===== src/design/tds_pkg.sv =====
// Package for the task dispatch sweep block: sizes, codes and transaction types.
// Used by every module of the block; depends on nothing.
`timescale 1ns / 1ps

package tds_pkg;

    localparam int WORKERS      = 8;
    localparam int QUEUE_DEPTH  = 16;
    localparam int WIDX_W       = $clog2(WORKERS);
    localparam int WCNT_W       = $clog2(WORKERS + 1);
    localparam int QPTR_W       = $clog2(QUEUE_DEPTH);
    localparam int QCNT_W       = $clog2(QUEUE_DEPTH + 1);
    localparam int ID_W         = 16;
    localparam int UNITS_W      = 16;
    localparam int PROG_W       = 17;
    localparam int MASK_W       = 8;

    localparam logic [PROG_W-1:0] PROGRESS_STEP = PROG_W'(2);

    typedef enum logic [2:0] {
        EV_DISPATCHED = 3'd0,
        EV_COMPLETED  = 3'd1,
        EV_BUSY       = 3'd2,
        EV_OFFLINE    = 3'd3,
        EV_IDLE       = 3'd4,
        EV_ENQUEUED   = 3'd5,
        EV_FULL       = 3'd6
    } t_event;

    typedef enum logic [1:0] {
        S_IDLE,
        S_ENQ,
        S_SWEEP
    } t_state;

    typedef struct packed {
        logic               action;
        logic [ID_W-1:0]    task_id;
        logic [UNITS_W-1:0] work_units;
    } t_in_item;

    typedef struct packed {
        logic [2:0]        worker;
        logic [2:0]        event_res;
        logic [ID_W-1:0]   event_task_id;
        logic [PROG_W-1:0] progress;
        logic [4:0]        queue_count;
        logic              last;
    } t_out_item;

    typedef struct packed {
        logic [UNITS_W-1:0] work;
        logic [ID_W-1:0]    id;
    } t_task_entry;

    typedef struct packed {
        logic [QCNT_W-1:0] fill;
        t_task_entry       head;
    } t_fifo_stat;

    typedef struct packed {
        t_event            ev;
        logic [ID_W-1:0]   task_id;
        logic [PROG_W-1:0] progress;
        logic              pop;
    } t_step_res;

endpackage


===== src/design/tds_fifo.sv =====
// Pending task queue: circular buffer memory with head, tail and fill count.
// Depends on tds_pkg.
`timescale 1ns / 1ps

module tds_fifo
    import tds_pkg::*;
(
    input  logic        i_clk,
    input  logic        i_rst_n,
    input  logic        i_push,
    input  t_task_entry i_push_data,
    input  logic        i_pop,
    output t_fifo_stat  o_stat
);

    t_task_entry       r_mem [QUEUE_DEPTH];
    t_task_entry       r_rd_data;
    logic [QPTR_W-1:0] r_head, n_head;
    logic [QPTR_W-1:0] r_tail, n_tail;
    logic [QCNT_W-1:0] r_fill, n_fill;

    function automatic logic [QPTR_W-1:0] wrap_next(input logic [QPTR_W-1:0] idx);
        logic [QPTR_W-1:0] res;
        if (idx == QPTR_W'(QUEUE_DEPTH - 1)) begin
            res = '0;
        end else begin
            res = idx + QPTR_W'(1);
        end
        return res;
    endfunction

    always_comb begin
        n_head = i_pop ? wrap_next(r_head) : r_head;
        n_tail = i_push ? wrap_next(r_tail) : r_tail;
        n_fill = r_fill;
        if (i_push && !i_pop) begin
            n_fill = r_fill + QCNT_W'(1);
        end else if (i_pop && !i_push) begin
            n_fill = r_fill - QCNT_W'(1);
        end
    end

    always_ff @(posedge i_clk) begin
        if (!i_rst_n) begin
            r_head <= '0;
            r_tail <= '0;
            r_fill <= '0;
        end else begin
            r_head <= n_head;
            r_tail <= n_tail;
            r_fill <= n_fill;
        end
    end

    always_ff @(posedge i_clk) begin
        if (i_push) begin
            r_mem[r_tail] <= i_push_data;
        end
        r_rd_data <= r_mem[n_head];
    end

    assign o_stat.fill = r_fill;
    assign o_stat.head = r_rd_data;

endmodule


===== src/design/tds_workers.sv =====
// Worker slot state; the shared step unit updates one worker per stepped cycle.
// Depends on tds_pkg.
`timescale 1ns / 1ps

module tds_workers
    import tds_pkg::*;
(
    input  logic               i_clk,
    input  logic               i_rst_n,
    input  logic               i_step,
    input  logic [WIDX_W-1:0]  i_idx,
    input  logic               i_offline,
    input  t_fifo_stat         i_fifo,
    output t_step_res          o_res,
    output logic [WORKERS-1:0] o_busy
);

    logic [WORKERS-1:0] r_busy;
    logic [ID_W-1:0]    r_task [WORKERS];
    logic [UNITS_W-1:0] r_work [WORKERS];
    logic [PROG_W-1:0]  r_prog [WORKERS];

    logic               cur_busy;
    logic [PROG_W-1:0]  p_next;
    logic               done;

    always_comb begin
        cur_busy = r_busy[i_idx];
        p_next   = r_prog[i_idx] + PROGRESS_STEP;
        done     = p_next >= {1'b0, r_work[i_idx]};
        o_res    = '{ev: EV_IDLE, task_id: '0, progress: '0, pop: 1'b0};
        if (i_offline) begin
            o_res.ev = EV_OFFLINE;
            if (cur_busy) begin
                o_res.task_id  = r_task[i_idx];
                o_res.progress = r_prog[i_idx];
            end
        end else if (!cur_busy) begin
            if (i_fifo.fill != '0) begin
                o_res.ev      = EV_DISPATCHED;
                o_res.task_id = i_fifo.head.id;
                o_res.pop     = i_step;
            end
        end else begin
            o_res.ev       = done ? EV_COMPLETED : EV_BUSY;
            o_res.task_id  = r_task[i_idx];
            o_res.progress = p_next;
        end
    end

    always_ff @(posedge i_clk) begin
        if (!i_rst_n) begin
            r_busy <= '0;
        end else if (i_step && !i_offline) begin
            if (!cur_busy) begin
                if (i_fifo.fill != '0) begin
                    r_busy[i_idx] <= 1'b1;
                end
            end else if (done) begin
                r_busy[i_idx] <= 1'b0;
            end
        end
    end

    always_ff @(posedge i_clk) begin
        if (i_step && !i_offline) begin
            if (!cur_busy) begin
                if (i_fifo.fill != '0) begin
                    r_task[i_idx] <= i_fifo.head.id;
                    r_work[i_idx] <= i_fifo.head.work;
                    r_prog[i_idx] <= '0;
                end
            end else begin
                r_prog[i_idx] <= p_next;
            end
        end
    end

    assign o_busy = r_busy;

endmodule


===== src/design/task_dispatch_sweep_top.sv =====
// Top level of the task dispatch sweep block: sequencer, output register, config.
// Depends on tds_pkg, tds_fifo and tds_workers.
`timescale 1ns / 1ps

// An enqueue transaction gives one result. A sweep transaction gives eight results,
// one per worker in index order, because a single step unit updates one worker slot
// per cycle while the output is not stalled; the input is stalled until the last
// result has entered the output register. An output stall holds the sequencer in its
// state. Every result of a sweep carries the queue count after the whole sweep. The
// offline mask is written through the configuration channel, which is always ready.
module task_dispatch_sweep_top
    import tds_pkg::*;
(
    input  logic              i_clk,
    input  logic              i_rst_n,
    input  logic              i_in_valid,
    output logic              o_in_stall,
    input  t_in_item          i_in_data,
    output logic              o_out_valid,
    input  logic              i_out_stall,
    output t_out_item         o_out_data,
    input  logic              i_cfg_valid,
    output logic              o_cfg_ready,
    input  logic [MASK_W-1:0] i_cfg_data
);

    localparam logic [WIDX_W-1:0] LAST_IDX = WIDX_W'(WORKERS - 1);

    t_state            r_state, n_state;
    logic [WIDX_W-1:0] r_idx;
    logic [ID_W-1:0]   r_task_id;
    logic [UNITS_W-1:0] r_work_units;
    logic [QCNT_W-1:0] r_sweep_fill;
    logic [MASK_W-1:0] r_mask;
    logic              r_out_valid;
    t_out_item         r_out_data;

    logic              in_accept;
    logic              out_free;
    logic              push_en;
    t_task_entry       push_data;
    logic              step_en;
    logic              emit;
    t_out_item         emit_data;
    t_fifo_stat        fifo_stat;
    t_step_res         step_res;
    logic [WORKERS-1:0] busy_vec;
    logic [WCNT_W-1:0] avail;
    logic [QCNT_W-1:0] avail_ext;
    logic [QCNT_W-1:0] take;
    logic              is_full;

    assign in_accept   = i_in_valid && !o_in_stall;
    assign out_free    = !r_out_valid || !i_out_stall;
    assign o_in_stall  = (r_state != S_IDLE);
    assign o_cfg_ready = 1'b1;
    assign is_full     = (fifo_stat.fill == QCNT_W'(QUEUE_DEPTH));
    assign push_data.work = r_work_units;
    assign push_data.id   = r_task_id;

    always_comb begin
        avail = '0;
        for (int i = 0; i < WORKERS; i++) begin
            avail = avail + WCNT_W'(!busy_vec[i] && !r_mask[i]);
        end
        avail_ext = QCNT_W'(avail);
        take      = (avail_ext < fifo_stat.fill) ? avail_ext : fifo_stat.fill;
    end

    always_comb begin
        n_state = r_state;
        case (r_state)
            S_IDLE: begin
                if (in_accept) begin
                    n_state = i_in_data.action ? S_SWEEP : S_ENQ;
                end
            end
            S_ENQ: begin
                if (out_free) begin
                    n_state = S_IDLE;
                end
            end
            S_SWEEP: begin
                if (out_free && r_idx == LAST_IDX) begin
                    n_state = S_IDLE;
                end
            end
            default: n_state = S_IDLE;
        endcase
    end

    always_comb begin
        push_en   = 1'b0;
        step_en   = 1'b0;
        emit      = 1'b0;
        emit_data = '0;
        case (r_state)
            S_ENQ: begin
                emit                    = out_free;
                push_en                 = out_free && !is_full;
                emit_data.event_task_id = r_task_id;
                emit_data.last          = 1'b1;
                if (is_full) begin
                    emit_data.event_res   = EV_FULL;
                    emit_data.queue_count = fifo_stat.fill;
                end else begin
                    emit_data.event_res   = EV_ENQUEUED;
                    emit_data.queue_count = fifo_stat.fill + QCNT_W'(1);
                end
            end
            S_SWEEP: begin
                emit                    = out_free;
                step_en                 = out_free;
                emit_data.worker        = 3'(r_idx);
                emit_data.event_res     = step_res.ev;
                emit_data.event_task_id = step_res.task_id;
                emit_data.progress      = step_res.progress;
                emit_data.queue_count   = r_sweep_fill;
                emit_data.last          = (r_idx == LAST_IDX);
            end
            default: begin
                emit = 1'b0;
            end
        endcase
    end

    always_ff @(posedge i_clk) begin
        if (!i_rst_n) begin
            r_state     <= S_IDLE;
            r_idx       <= '0;
            r_mask      <= '0;
            r_out_valid <= 1'b0;
        end else begin
            r_state <= n_state;
            if (in_accept) begin
                r_idx <= '0;
            end else if (step_en) begin
                r_idx <= r_idx + WIDX_W'(1);
            end
            if (i_cfg_valid && o_cfg_ready) begin
                r_mask <= i_cfg_data;
            end
            if (emit) begin
                r_out_valid <= 1'b1;
            end else if (!i_out_stall) begin
                r_out_valid <= 1'b0;
            end
        end
    end

    always_ff @(posedge i_clk) begin
        if (in_accept) begin
            r_task_id    <= i_in_data.task_id;
            r_work_units <= i_in_data.work_units;
            r_sweep_fill <= fifo_stat.fill - take;
        end
        if (emit) begin
            r_out_data <= emit_data;
        end
    end

    tds_fifo u_fifo (
        .i_clk       (i_clk),
        .i_rst_n     (i_rst_n),
        .i_push      (push_en),
        .i_push_data (push_data),
        .i_pop       (step_res.pop),
        .o_stat      (fifo_stat)
    );

    tds_workers u_workers (
        .i_clk     (i_clk),
        .i_rst_n   (i_rst_n),
        .i_step    (step_en),
        .i_idx     (r_idx),
        .i_offline (r_mask[r_idx]),
        .i_fifo    (fifo_stat),
        .o_res     (step_res),
        .o_busy    (busy_vec)
    );

    assign o_out_valid = r_out_valid;
    assign o_out_data  = r_out_data;

    a_fill_bound: assert property (@(posedge i_clk) disable iff (!i_rst_n)
        fifo_stat.fill <= QCNT_W'(QUEUE_DEPTH))
        else $error("Queue fill count exceeds the queue depth.");

    a_no_pop_empty: assert property (@(posedge i_clk) disable iff (!i_rst_n)
        step_res.pop |-> fifo_stat.fill != '0)
        else $error("Dispatch from an empty queue.");

    a_sweep_count: assert property (@(posedge i_clk) disable iff (!i_rst_n)
        (r_state == S_SWEEP && step_en && r_idx == LAST_IDX)
        |=> fifo_stat.fill == $past(r_sweep_fill))
        else $error("Queue count after a sweep differs from the reported count.");

    a_push_not_full: assert property (@(posedge i_clk) disable iff (!i_rst_n)
        push_en |=> fifo_stat.fill == $past(fifo_stat.fill) + QCNT_W'(1))
        else $error("Enqueue did not advance the queue count.");

endmodule


===== config.mk =====
export PLATFORM = sky130hd
export DESIGN_NAME = task_dispatch_sweep_top
export DESIGN_NICKNAME = d
export VERILOG_FILES = /design/src/design/tds_pkg.sv /design/src/design/tds_fifo.sv /design/src/design/tds_workers.sv /design/src/design/task_dispatch_sweep_top.sv
export SDC_FILE = /design/constraint.sdc
export NUM_CORES = 1
export LEC_CHECK = 0
export BUFFER_PORTS_ARGS = -buffer_cell sky130_fd_sc_hd__buf_4
export CAP_MARGIN = 30
export CORE_UTILIZATION = 40
export DETAILED_ROUTE_END_ITERATION = 12
export PLACE_DENSITY = 0.54
export REMOVE_ABC_BUFFERS = 1
export SETUP_SLACK_MARGIN = 0.1
export SYNTH_ARGS = -nofsm -noshare
export SYNTH_HDL_FRONTEND = slang
export SYNTH_SLANG_ARGS = --single-unit

===== constraint.sdc =====
create_clock -name i_clk -period 5.5 [get_ports i_clk]
set_clock_uncertainty 0.2 [all_clocks]
set_input_delay 1.1 -clock i_clk [delete_from_list [all_inputs] [get_ports i_clk]]
set_output_delay 1.1 -clock i_clk [all_outputs]
set_load 0.01 [all_outputs]

==> metrics.yaml <==
drt_iter0_drc: 1666
gp_congestion: 0.766
synth_area_leaders: "edfxtp_1 (70%), mux2i_1 (6.7%), mux4_2 (5.4%), dfxtp_1 (3.3%), nor2_1 (1.2%)"
routed_wl_mm: 99.3
syn_avg_cell_area_um2: 17.6
p_seq_frac: 0.513
ctsHoldBuffers: 0
min_period_over_period: 0.936
hpwl_mm: 57.4
cpLargestDelayFamily: "adder cells"
switchingPower_mw: 3.94
clk_latency_ps: 680
power_mw: 17.9
setup-violations-final: 0
vias: 21500
async_flop_share: 0
yosysWarnings: 0
path_max_fanout: 3
netlist_instances: 2402
synth_top_area_share: 0.702
power_density_mw_per_mm2: 368
hp-class: "flip-flop to flip-flop"
path_cells: "nor2_1 > fa_1 > inv_1 > fa_1 > fa_1 > inv_1 > ha_2 > fa_2 > ha_1 > o21ai_0 > nand2b_1 > a21o_1 > a21oi_2 > nor2_2 > buf_4 > mux2_4 > fa_2 > inv_1 > a21o_1 > a21oi_1 > xor2_1"
worstSetupStartpointType: "flip-flop"
diodes: 0
cts.sinks: 1056
slowest_stage: "fa_2"
place_area_mm2: 0.0449
ys_types: 62
grt_max_degree: 67
detail_route.wl_per_cell_um: 24.6
cp.required_ps: 5730
drc: 0
synth_enable_flop_cells: 986
worst_setup_path_end_kind: "flip-flop"
drive_above_1_share: 0.204
clock_path_buffers: 3
netlist_area_mm2: 0.0422
slowest_delay_ps: 550
p_clk_frac: 0.425
grt_pass1_vias: 22500
viasPerCell: 5.33
grt_pass1_wl_mm: 148
core_area_mm2: 0.104
cts_tree: "done"
p_leak_nw: 17.8
status: "finished clean"
finalHoldViolations: 0
crit_arrival_ps: 5380
ir_drop_mv: 0.252
dr.pass1.iters: 5
grt_overflow: 0
ys.flop_type: "edfxtp_1"
yosysMostFrequentCell: "edfxtp_1"
die_h_um: 327
yosysSeqAreaShare: 0.735
ys_ff_latch: 1056
die_w_um: 327
criticalPathCategory: "flip-flop to flip-flop"
clk_pin_slew_ps: 60
io-pin-count: 94
p_sw_frac: 0.219
worstMarginPinSlew_ps: 960
power_frac_comb: 0.062
drtAntennaViolNets: 0
max_cap_violations: 0
synth_common_cells: "edfxtp_1 (986), mux2i_1 (283), nor2_1 (138), nand2_1 (121), mux4_2 (102)"
drv_slew: 0
root_buffer: "clkbuf_16"
fin_nets: 2656
portBuffers: 92
fmax_mhz: 194
rows: 118
cts_buffers: 111
htreeDepth: 3
die-area_mm2: 0.107
p_int_mw: 14.0
start_util: 0.405
rsz0062_at_grt: "no"
antenna_found_initial: 1
final_cell_area_mm2: 0.0487
layout_min_cycle_time_ps: 5150
synthToLayoutAreaGrowth_pct: 15.4
maxSlewHeadroom: 0.358
yosysTopAreaCell: "edfxtp_1"
critical_path_buf_inv_count: 4
grt_use_total: 0.187
[cell families after synthesis]
logic type                 Yosys count  share of synthesized area
adders and majority gates           45                     0.0142
xor gates and xnor gates            40                    0.00830
DFF                               1056                      0.735
and+or+nand+nor                    398                     0.0441
other                                1                  0.0000889
AOI/OAI and AO/OA                  250                     0.0391
muxes                              454                      0.140
buffers and inverters              158                     0.0191
[layout make-up]
cell class / instances / area [um2]
fill: 8867 / 55400
multi-input combinational: 1188 / 10600
clock buffer: 138 / 2970
sequential: 1056 / 31000
tap: 1380 / 1730
clock inverter: 71 / 782
inverter: 31 / 116
timing repair buffer: 177 / 1440
[path summary, 6_finish.rpt]
kind	from	end	slack (ps)	depth (start not counted)
min	r_state[1]	r_state[1]	310	2
max reg2reg	r_mask[3]	r_sweep_fill[4]	350	21
min reg2reg	r_state[1]	r_state[1]	310	2
max	r_mask[3]	r_sweep_fill[4]	350	21
[stage by stage]
stage | hold WS (ps) | worst slack, ps | util | TNS (ps) | instances
4_1_cts | 311 | 104 | 0.467 | 0 | 4039
3_5_place_dp | 302 | 29.4 | 0.431 | 0 | 3830
6_report | 307 | 350 | 0.468 | 0 | 4041
3_3_place_gp | 280 | 36.9 | 0.431 | 0 | 3830
2_1_floorplan | 258 | -4090 | - | -269660 | 2275
5_1_grt | 346 | 117 | 0.468 | 0 | 4041
[sequential cells by signal (all words and copies together), names as in the netlist, 5 cells and up, named ones only]
name,cells
r_mask,8
u_fifo.r_mem,512
r_work_units,16
u_workers.r_work,128
u_workers.r_prog,136
u_fifo.o_stat,32
r_task_id,16
u_fifo.r_fill,5
u_workers.r_task,128
r_sweep_fill,5
o_out_data,45
[cells in the final DEF, fill, tap and decap left out, types with 13 or more instances in the layout]
| cell type | Yosys | final |
|---|---|---|
| mux4_2 | 102 | 102 |
| clkinv_2 | 0 | 28 |
| a21oi_1 | 91 | 89 |
| ha_1 | 40 | 37 |
| edfxtp_1 | 986 | 986 |
| xnor2_1 | 20 | 20 |
| buf_4 | 19 | 168 |
| nor2b_1 | 40 | 40 |
| nor2_4 | 0 | 15 |
| and2_1 | 15 | 13 |
| a22oi_1 | 21 | 21 |
| nand2_1 | 121 | 121 |
| xor2_1 | 20 | 19 |
| a32oi_1 | 33 | 33 |
| clkinv_1 | 2 | 19 |
| mux2_1 | 36 | 36 |
| o21ai_0 | 38 | 38 |
| clkbuf_1 | 64 | 20 |
| inv_1 | 26 | 26 |
| clkbuf_16 | 0 | 113 |
| mux2i_1 | 283 | 282 |
| mux2_2 | 32 | 31 |
| o221ai_1 | 32 | 32 |
| dfxtp_1 | 70 | 65 |
| bufinv_16 | 0 | 15 |
| nor2_1 | 138 | 122 |
[repair_timing]
action                     CTS  global route
setup buffers                0             2
resized for setup            1            10
pin swaps                    0             6
setup endpoints to repair    1             2
[per-layer routing]
layer | part of all wire | global-route usage | up-vias
met1 | 0.45 | 0.255 | 11200
met5 | 0 | 0 | -
met2 | 0.49 | 0.317 | 503
met4 | 0.018 | 0.0469 | 0
li1 | - | - | 9750
met3 | 0.041 | 0.0257 | 121
[power groups by stage]
stage	Clock, mW	Combinational (mW)	Sequential, mW
after global placement	0	1.06	9.36
after global routing	8.10	1.22	9.23
after floorplan	0	0.688	9.31
after detailed placement	0	1.08	9.37
final	7.62	1.11	9.21
after CTS	7.80	1.08	9.21
[worst min-delay path, stage by stage (launching register included)]
cell and delay [ps]:
dfxtp_1 330, nand2_1 60, a21boi_0 70
Note: power is estimated with default switching activity, not from simulation.
